==> src/spjq_pkg.sv <==
// Shared types and constants for the stable priority job queue.
`default_nettype none
package spjq_pkg;

   localparam int LIMIT_BITS  = 5;
   localparam int LIMIT_RESET = 16;

   typedef enum logic [1:0] {
      ACT_ADD   = 2'd0,
      ACT_TAKE  = 2'd1,
      ACT_CLOSE = 2'd2,
      ACT_NOP   = 2'd3
   } action_type;

   typedef enum logic [2:0] {
      ST_ADDED      = 3'd0,
      ST_REJ_CLOSED = 3'd1,
      ST_REJ_FULL   = 3'd2,
      ST_TAKEN      = 3'd3,
      ST_EMPTY      = 3'd4,
      ST_CLOSED_NOW = 3'd5,
      ST_ALREADY    = 3'd6,
      ST_NOP        = 3'd7
   } status_type;

   typedef struct packed {
      logic insert;
      logic remove;
   } cell_ctrl_type;

endpackage
`default_nettype wire

==> src/stable_priority_job_queue.sv <==
// Top level of the stable priority job queue: control, status and the row of slot cells.
`default_nettype none
// A bounded queue of tagged jobs kept sorted by priority, smallest first, equal
// priorities in arrival order. Each request (add, take, close) is accepted and its
// result appears in the response register on the next cycle; while req_stall is
// low a new request may enter every cycle. The rate is set by the compare-and-shift
// slot cells, which insert or pop a job per accepted request. req_stall rises only
// while a response is waiting and rsp_stall is high. queue_limit is written through
// the csr port, which is always ready; limits above QUEUE_DEPTH act as QUEUE_DEPTH.
module stable_priority_job_queue #(
   parameter int QUEUE_DEPTH   = 16,
   parameter int PRIORITY_BITS = 8,
   parameter int TAG_BITS      = 16
) (
   input  wire                                     clock,
   input  wire                                     reset,
   input  wire                                     req_valid,
   output logic                                    req_stall,
   input  spjq_pkg::action_type                    req_action,
   input  wire  [TAG_BITS-1:0]                     req_job_tag,
   input  wire  [PRIORITY_BITS-1:0]                req_job_priority,
   output logic                                    rsp_valid,
   input  wire                                     rsp_stall,
   output spjq_pkg::status_type                    rsp_status,
   output logic [TAG_BITS-1:0]                     rsp_taken_tag,
   output logic [PRIORITY_BITS-1:0]                rsp_taken_priority,
   output logic [$clog2(QUEUE_DEPTH+1)-1:0]        rsp_occupancy,
   input  wire                                     csr_valid,
   output logic                                    csr_ready,
   input  wire  [spjq_pkg::LIMIT_BITS-1:0]         csr_data
);
   import spjq_pkg::*;

   localparam int COUNT_BITS = $clog2(QUEUE_DEPTH + 1);
   localparam int CMP_BITS   = (COUNT_BITS > LIMIT_BITS) ? COUNT_BITS : LIMIT_BITS;

   logic [COUNT_BITS-1:0]    count_ff, count_in;
   logic                     closed_ff, closed_in;
   logic [LIMIT_BITS-1:0]    limit_ff;
   logic                     rsp_valid_ff, rsp_valid_in;
   status_type               status_ff, status_in;
   logic [TAG_BITS-1:0]      tag_ff, tag_in;
   logic [PRIORITY_BITS-1:0] prio_ff, prio_in;
   logic [COUNT_BITS-1:0]    occ_ff;

   logic                     accept;
   logic                     full;
   cell_ctrl_type            ctrl;

   logic [QUEUE_DEPTH-1:0]   occupied;
   logic [QUEUE_DEPTH-1:0]   keep;
   logic [PRIORITY_BITS-1:0] cell_prio [QUEUE_DEPTH];
   logic [TAG_BITS-1:0]      cell_tag  [QUEUE_DEPTH];

   assign req_stall = rsp_valid_ff && rsp_stall;
   assign accept    = req_valid && !req_stall;
   assign csr_ready = 1'b1;

   assign full = (count_ff == COUNT_BITS'(QUEUE_DEPTH)) ||
                 (CMP_BITS'(count_ff) >= CMP_BITS'(limit_ff));

   always_comb begin
      ctrl      = '0;
      closed_in = closed_ff;
      count_in  = count_ff;
      status_in = ST_NOP;
      tag_in    = '0;
      prio_in   = '0;
      unique case (req_action)
         ACT_ADD: begin
            priority if (closed_ff) begin
               status_in = ST_REJ_CLOSED;
            end else if (full) begin
               status_in = ST_REJ_FULL;
            end else begin
               status_in   = ST_ADDED;
               ctrl.insert = accept;
               count_in    = count_ff + COUNT_BITS'(1);
            end
         end
         ACT_TAKE: begin
            if (count_ff == '0) begin
               status_in = ST_EMPTY;
            end else begin
               status_in   = ST_TAKEN;
               ctrl.remove = accept;
               tag_in      = cell_tag[0];
               prio_in     = cell_prio[0];
               count_in    = count_ff - COUNT_BITS'(1);
            end
         end
         ACT_CLOSE: begin
            if (closed_ff) begin
               status_in = ST_ALREADY;
            end else begin
               status_in = ST_CLOSED_NOW;
               closed_in = 1'b1;
            end
         end
         ACT_NOP: begin
            status_in = ST_NOP;
         end
         default: begin
            status_in = ST_NOP;
         end
      endcase
      if (accept) begin
         rsp_valid_in = 1'b1;
      end else begin
         rsp_valid_in = rsp_valid_ff && rsp_stall;
      end
   end

   always_ff @(posedge clock) begin
      if (reset) begin
         count_ff     <= '0;
         closed_ff    <= 1'b0;
         limit_ff     <= LIMIT_BITS'(LIMIT_RESET);
         rsp_valid_ff <= 1'b0;
      end else begin
         rsp_valid_ff <= rsp_valid_in;
         if (accept) begin
            count_ff  <= count_in;
            closed_ff <= closed_in;
         end
         if (csr_valid && csr_ready) begin
            limit_ff <= csr_data;
         end
      end
   end

   always_ff @(posedge clock) begin
      if (accept) begin
         status_ff <= status_in;
         tag_ff    <= tag_in;
         prio_ff   <= prio_in;
         occ_ff    <= count_in;
      end
   end

   for (genvar i = 0; i < QUEUE_DEPTH; i++) begin : g_cell
      logic                     l_keep;
      logic [PRIORITY_BITS-1:0] l_prio, r_prio;
      logic [TAG_BITS-1:0]      l_tag, r_tag;

      assign occupied[i] = count_ff > COUNT_BITS'(i);

      if (i == 0) begin : g_head
         assign l_keep = 1'b1;
         assign l_prio = req_job_priority;
         assign l_tag  = req_job_tag;
      end else begin : g_body
         assign l_keep = keep[i-1];
         assign l_prio = cell_prio[i-1];
         assign l_tag  = cell_tag[i-1];
      end

      if (i == QUEUE_DEPTH - 1) begin : g_tail
         assign r_prio = cell_prio[i];
         assign r_tag  = cell_tag[i];
      end else begin : g_inner
         assign r_prio = cell_prio[i+1];
         assign r_tag  = cell_tag[i+1];
      end

      spjq_cell #(
         .PRIORITY_BITS (PRIORITY_BITS),
         .TAG_BITS      (TAG_BITS)
      ) u_cell (
         .clock          (clock),
         .ctrl           (ctrl),
         .new_priority   (req_job_priority),
         .new_tag        (req_job_tag),
         .occupied       (occupied[i]),
         .left_keep      (l_keep),
         .left_priority  (l_prio),
         .left_tag       (l_tag),
         .right_priority (r_prio),
         .right_tag      (r_tag),
         .keep           (keep[i]),
         .slot_priority  (cell_prio[i]),
         .slot_tag       (cell_tag[i])
      );
   end

   assign rsp_valid          = rsp_valid_ff;
   assign rsp_status         = status_ff;
   assign rsp_taken_tag      = tag_ff;
   assign rsp_taken_priority = prio_ff;
   assign rsp_occupancy      = occ_ff;

endmodule
`default_nettype wire

==> src/spjq_cell.sv <==
// One slot of the sorted queue: holds a job, shifts right on insert, left on removal.
`default_nettype none
module spjq_cell #(
   parameter int PRIORITY_BITS = 8,
   parameter int TAG_BITS      = 16
) (
   input  wire                          clock,
   input  spjq_pkg::cell_ctrl_type      ctrl,
   input  wire  [PRIORITY_BITS-1:0]     new_priority,
   input  wire  [TAG_BITS-1:0]          new_tag,
   input  wire                          occupied,
   input  wire                          left_keep,
   input  wire  [PRIORITY_BITS-1:0]     left_priority,
   input  wire  [TAG_BITS-1:0]          left_tag,
   input  wire  [PRIORITY_BITS-1:0]     right_priority,
   input  wire  [TAG_BITS-1:0]          right_tag,
   output logic                         keep,
   output logic [PRIORITY_BITS-1:0]     slot_priority,
   output logic [TAG_BITS-1:0]          slot_tag
);
   import spjq_pkg::*;

   logic [PRIORITY_BITS-1:0] priority_ff, priority_in;
   logic [TAG_BITS-1:0]      tag_ff, tag_in;

   // keep: this slot lies ahead of the insertion point
   assign keep          = occupied && (priority_ff <= new_priority);
   assign slot_priority = priority_ff;
   assign slot_tag      = tag_ff;

   always_comb begin
      priority_in = priority_ff;
      tag_in      = tag_ff;
      priority if (ctrl.insert && !keep) begin
         if (left_keep) begin
            priority_in = new_priority;
            tag_in      = new_tag;
         end else begin
            priority_in = left_priority;
            tag_in      = left_tag;
         end
      end else if (ctrl.remove) begin
         priority_in = right_priority;
         tag_in      = right_tag;
      end
   end

   always_ff @(posedge clock) begin
      priority_ff <= priority_in;
      tag_ff      <= tag_in;
   end

endmodule
`default_nettype wire

==> config.mk <==
export PLATFORM = sky130hd
export DESIGN_NAME = stable_priority_job_queue
export DESIGN_NICKNAME = d
export VERILOG_FILES = /design/src/spjq_pkg.sv /design/src/stable_priority_job_queue.sv /design/src/spjq_cell.sv
export SDC_FILE = /design/constraint.sdc
export NUM_CORES = 1
export LEC_CHECK = 0
export ABC_AREA = 1
export BUFFER_PORTS_ARGS = -buffer_cell sky130_fd_sc_hd__buf_2
export CORE_UTILIZATION = 50
export CTS_CLUSTER_DIAMETER = 60
export DETAILED_ROUTE_END_ITERATION = 6
export GPL_TIMING_DRIVEN = 1
export PLACE_DENSITY = 0.68
export SETUP_SLACK_MARGIN = 0.1
export SLEW_MARGIN = 20
export SYNTH_ARGS = -nofsm -noshare
export SYNTH_HDL_FRONTEND = slang
export SYNTH_HIERARCHICAL = 1
export SYNTH_SLANG_ARGS = --single-unit
==> constraint.sdc <==
create_clock -name clock -period 7.7 [get_ports clock]
set_clock_uncertainty 0.1 [all_clocks]
set_input_delay 2.31 -clock clock [delete_from_list [all_inputs] [get_ports clock]]
set_output_delay 2.31 -clock clock [all_outputs]
set_load 0.005 [all_outputs]
# Yosys cells after proc, flatten, opt, wreduce, memory -nomap -nowiden
# Cells that the tools add are included.
# totals
out_inout_bits,35
in_bits,36
ff_bits,428
# classes
mux,105
n_eq_ne,4
reduce_logical,71
bitwise,1
n_addsub,2
magnitude_cmp,33
# ops
cell,n
two-way mux 16 bit,45
two-way mux 8 bit,45
less-or-equal comparator 8 bit,16
greater-than comparator 5 x 4 -> 1 bit (second input constant),8
logical AND 1 bit,34
nonzero test 2 bit,15
greater-than comparator 5 x 3 -> 1 bit (second input constant),4
logical NOT 1 bit,17
two-way mux 5 bit,3
case mux 3 bit (4 select lines),1
greater-than comparator 5 x 1 -> 1 bit (second input constant),2
greater-than comparator 5 x 2 -> 1 bit (second input constant),2
case mux 5 bit (2 select lines),1
two-way mux 1 bit,6
two-way mux 2 bit,3
adder 5 x 1 -> 5 bit (second input constant),1
== test 5 bit (second input constant),1
greater-or-equal comparator 5 bit,1
logical NOT 5 bit,1
subtractor 5 x 1 -> 5 bit (second input constant),1
== test 2 bit (second input constant),2
two-way mux 3 bit,1
== test 2 x 1 -> 1 bit (second input constant),1
logical NOT 2 bit,1
other kinds (4),4

# Depth between registers and ports, before layout
# depth
word_depth,8
depth_mapped,18
mapped_depth_nobuf,15

# By module
# The synthesis kept the hierarchy.
# by_module_without_submodules
mod,n_inst,cells_per_inst,area_per_inst_um2,seq_area_each_um2
spjq_cell (g_cell[0].u_cell ...),15,171,1609.0,720.7
stable_priority_job_queue,1,270,2387.3,1201.2
spjq_cell (g_cell[9].u_cell),1,171,1605.3,720.7

# Worst setup path before layout
# Ideal clock, no wire load.
# synth_timing
kind,input-to-reg
start,input port rsp_stall
end,"register g_cell[9].u_cell.priority_ff[0], enable pin"
arrival_ns,6.376
path_buffers,2
path_stages,9
path_slack_ns,0.843
setup_ns,0.381
required_ns,7.219
cell_sequence,nand2_1 -> inv_1 -> nor2_1 -> inv_1 -> nor3_1 -> clkbuf_1 -> nand2_4 -> buf_6 -> nand2_1
# synth_rtl
element,line_no,rtl
from (decl),stable_priority_job_queue.sv:23,"input wire rsp_stall,"
to (signal assigned),spjq_cell.sv:49,priority_ff <= priority_in;
to (decl),spjq_cell.sv:23,"logic [PRIORITY_BITS-1:0] priority_ff, priority_in;"

==> flow_metrics.tcl <==
set metrics [dict create \
    p_int_mw 4.646 \
    grt_pass1_vias 20470 \
    switching_share 0.2828 \
    ir_drop_mv 0.1575 \
    wl_per_cell_um 17.72 \
    slew_headroom 0.2313 \
    finalCritPeriodShare 0.7116 \
    min_path_type "flip-flop to flip-flop" \
    first_iter_violations 1558 \
    maxCapViolCount 0 \
    post-cts-setup-buffers 0 \
    total_power_mw 6.478 \
    grt_pass1_wl_um 109200 \
    cts.sinks 428 \
    htree_levels 2 \
    ios 71 \
    gp_congestion 0.8280 \
    clkPwrFrac 0.363 \
    slowest_delay_ns 0.80 \
    cp_num_buf_inv 5 \
    num_rows 86 \
    num_antenna_cells 0 \
    ctsHoldBuffers 0 \
    drv_slew 0 \
    hpwl_um 47480 \
    initial_core_util 0.5085 \
    dp_slack_ns 1.590 \
    portBuffers 69 \
    path_clk_slew_ns 0.06 \
    fp.coreArea_mm2 0.05531 \
    setup_violations 0 \
    ant_nets 0 \
    rsz0062_at_grt "false" \
    crit_type "input port to flip-flop" \
    nFillCells 4951 \
    syn_area_mm2 0.02812 \
    track_usage 0.2366 \
    comb_power_share 0.193 \
    end_kind "flip-flop" \
    drc 1 \
    cts_resized 0 \
    layout_setup_ws_ns 2.221 \
    synth.avg_cell_area_um2 9.359 \
    cts_tree "done" \
    synth-warning-count 6 \
    hold_viol_final 0 \
    post-place-cells 3682 \
    p_leak_nw 13.58 \
    clock_latency_ns 0.60 \
    crit_family "simple AND/OR/NAND/NOR gates" \
    placed_cell_area_mm2 0.02852 \
    cts_buffers 50 \
    fin_tns_setup_ns 0 \
    power_switching_mw 1.832 \
    crit_fanout 38 \
    via_per_inst 5.475 \
    die_w_um 239.2 \
    clock-root-buffer "clkbuf_16" \
    cp_data_arrival_time_ns 5.60 \
    dieArea_mm2 0.05720 \
    syn_inst 3005 \
    dr.pass1.iters 7 \
    final_nets 3161 \
    drive_gt1_frac 0.2071 \
    layout_min_cycle_time_ns 5.479 \
    antenna_found_initial 0 \
    power-per-cell-area_mw_per_mm2 214.9 \
    p_seq_frac 0.445 \
    violations "DRC" \
    worstPathCellList "buf_2, nand2_1, inv_1, nor2_4, buf_4, inv_1, nor3_2, buf_4, nand2_4, nand2_1" \
    wirelength_um 66840 \
    syn2layout_area_growth_pct 7.163 \
    grt_max_degree 83 \
    cts_buffer_depth 3 \
    finish.instance_area_mm2 0.03014 \
    fmax_mhz 182.5 \
    worst_slew_pin_slew_ns 1.152 \
    grt_overflow 0 \
    die_h_um 239.2 \
    cp_slowest_cell "nand2_1" \
    routed-via-count 20650 \
    startpoint_type "input port" \
    status "finished with violations" \
    fin_cells 3771 \
    crit_required_ns 7.82 \
]
worst paths after layout:
kind,startpoint,endpoint,slack (ns),cells after the start
setup reg to reg,count_ff[0]$_SDFFE_PP0P_,g_cell[4].u_cell/slot_tag[10]$_DFFE_PP_,3.34,12
setup / recovery,rsp_stall,g_cell[4].u_cell/slot_tag[10]$_DFFE_PP_,2.22,10
hold reg to reg,limit_ff[2]$_SDFFE_PP0P_,limit_ff[2]$_SDFFE_PP0P_,0.36,2
hold / removal,limit_ff[2]$_SDFFE_PP0P_,limit_ff[2]$_SDFFE_PP0P_,0.36,2
cell type report:
cell class,instances,area [µm²],share of cell area
Multi-Input combinational cell,2140,13270,0.4402
Sequential cell,428,12730,0.4225
Clock buffer,61,1345,0.04463
Inverter,271,1017,0.03375
Tap cell,748,935.9,0.03105
Timing Repair Buffer,95,565.5,0.01876
Clock inverter,28,276.5,0.009175
registers in the layout, summed over array words and instances, names as in the netlist:
signal                       flops
g_cell.u_cell/slot_priority    128
limit_ff                         5
rsp_status                       3
rsp_taken_tag                   16
closed_ff                        1
g_cell.u_cell/slot_tag         256
rsp_taken_priority               8
rsp_valid                        1
rsp_occupancy                    5
count_ff                         5
power groups by stage:
stage	combinational (mW)	sequential, mW	clock [mW]
5_1_grt	1.39	2.90	2.48
3_5_place_dp	1.23	2.93	0
4_1_cts	1.24	2.88	2.40
6_report	1.25	2.88	2.35
3_3_place_gp	1.19	2.92	0
2_1_floorplan	1.01	2.88	0
through the flow:
step,utilization,hold slack [ns]
detailed placement,0.5156,0.3582
CTS,0.5449,0.3662
global placement,0.5156,0.3597
floorplan,-,0.3325
global route,0.5449,0.3942
finish,0.5449,0.3610
routing by layer:
layer	vias up	routed length, µm	global-route usage
li1	10110	-	-
met1	9770	30000	0.3231
met2	664	31380	0.3922
met3	102	3928	0.02973
met4	0	1526	0.07148
met5	-	0	0
layout by cell type (no fill, tap or decap), types with 3 or more instances in the layout:
cell type / count
a21o_1: 16
a21oi_1: 45
buf_2: 69
buf_4: 24
bufinv_16: 4
clkbuf_1: 8
clkbuf_16: 52
clkinv_1: 9
clkinv_2: 9
clkinvlp_4: 3
dfxtp_1: 12
edfxtp_1: 416
ha_1: 139
inv_1: 265
inv_2: 4
mux2_2: 384
nand2_1: 977
nand2_4: 36
nand3_1: 396
nand3_2: 5
nand4_1: 18
nor2_1: 69
nor2_2: 18
nor2_4: 3
o21ai_0: 14
o21bai_2: 3
o311ai_0: 3
worst min-delay path, delay by kind of cell (launching register included):
kind	cells	cell delay [ns]
AO/OA/AOI/OAI	1	0.06
flip-flops	1	0.29
buffers and inverters	1	0.06
(Power assumes the default switching activity.)
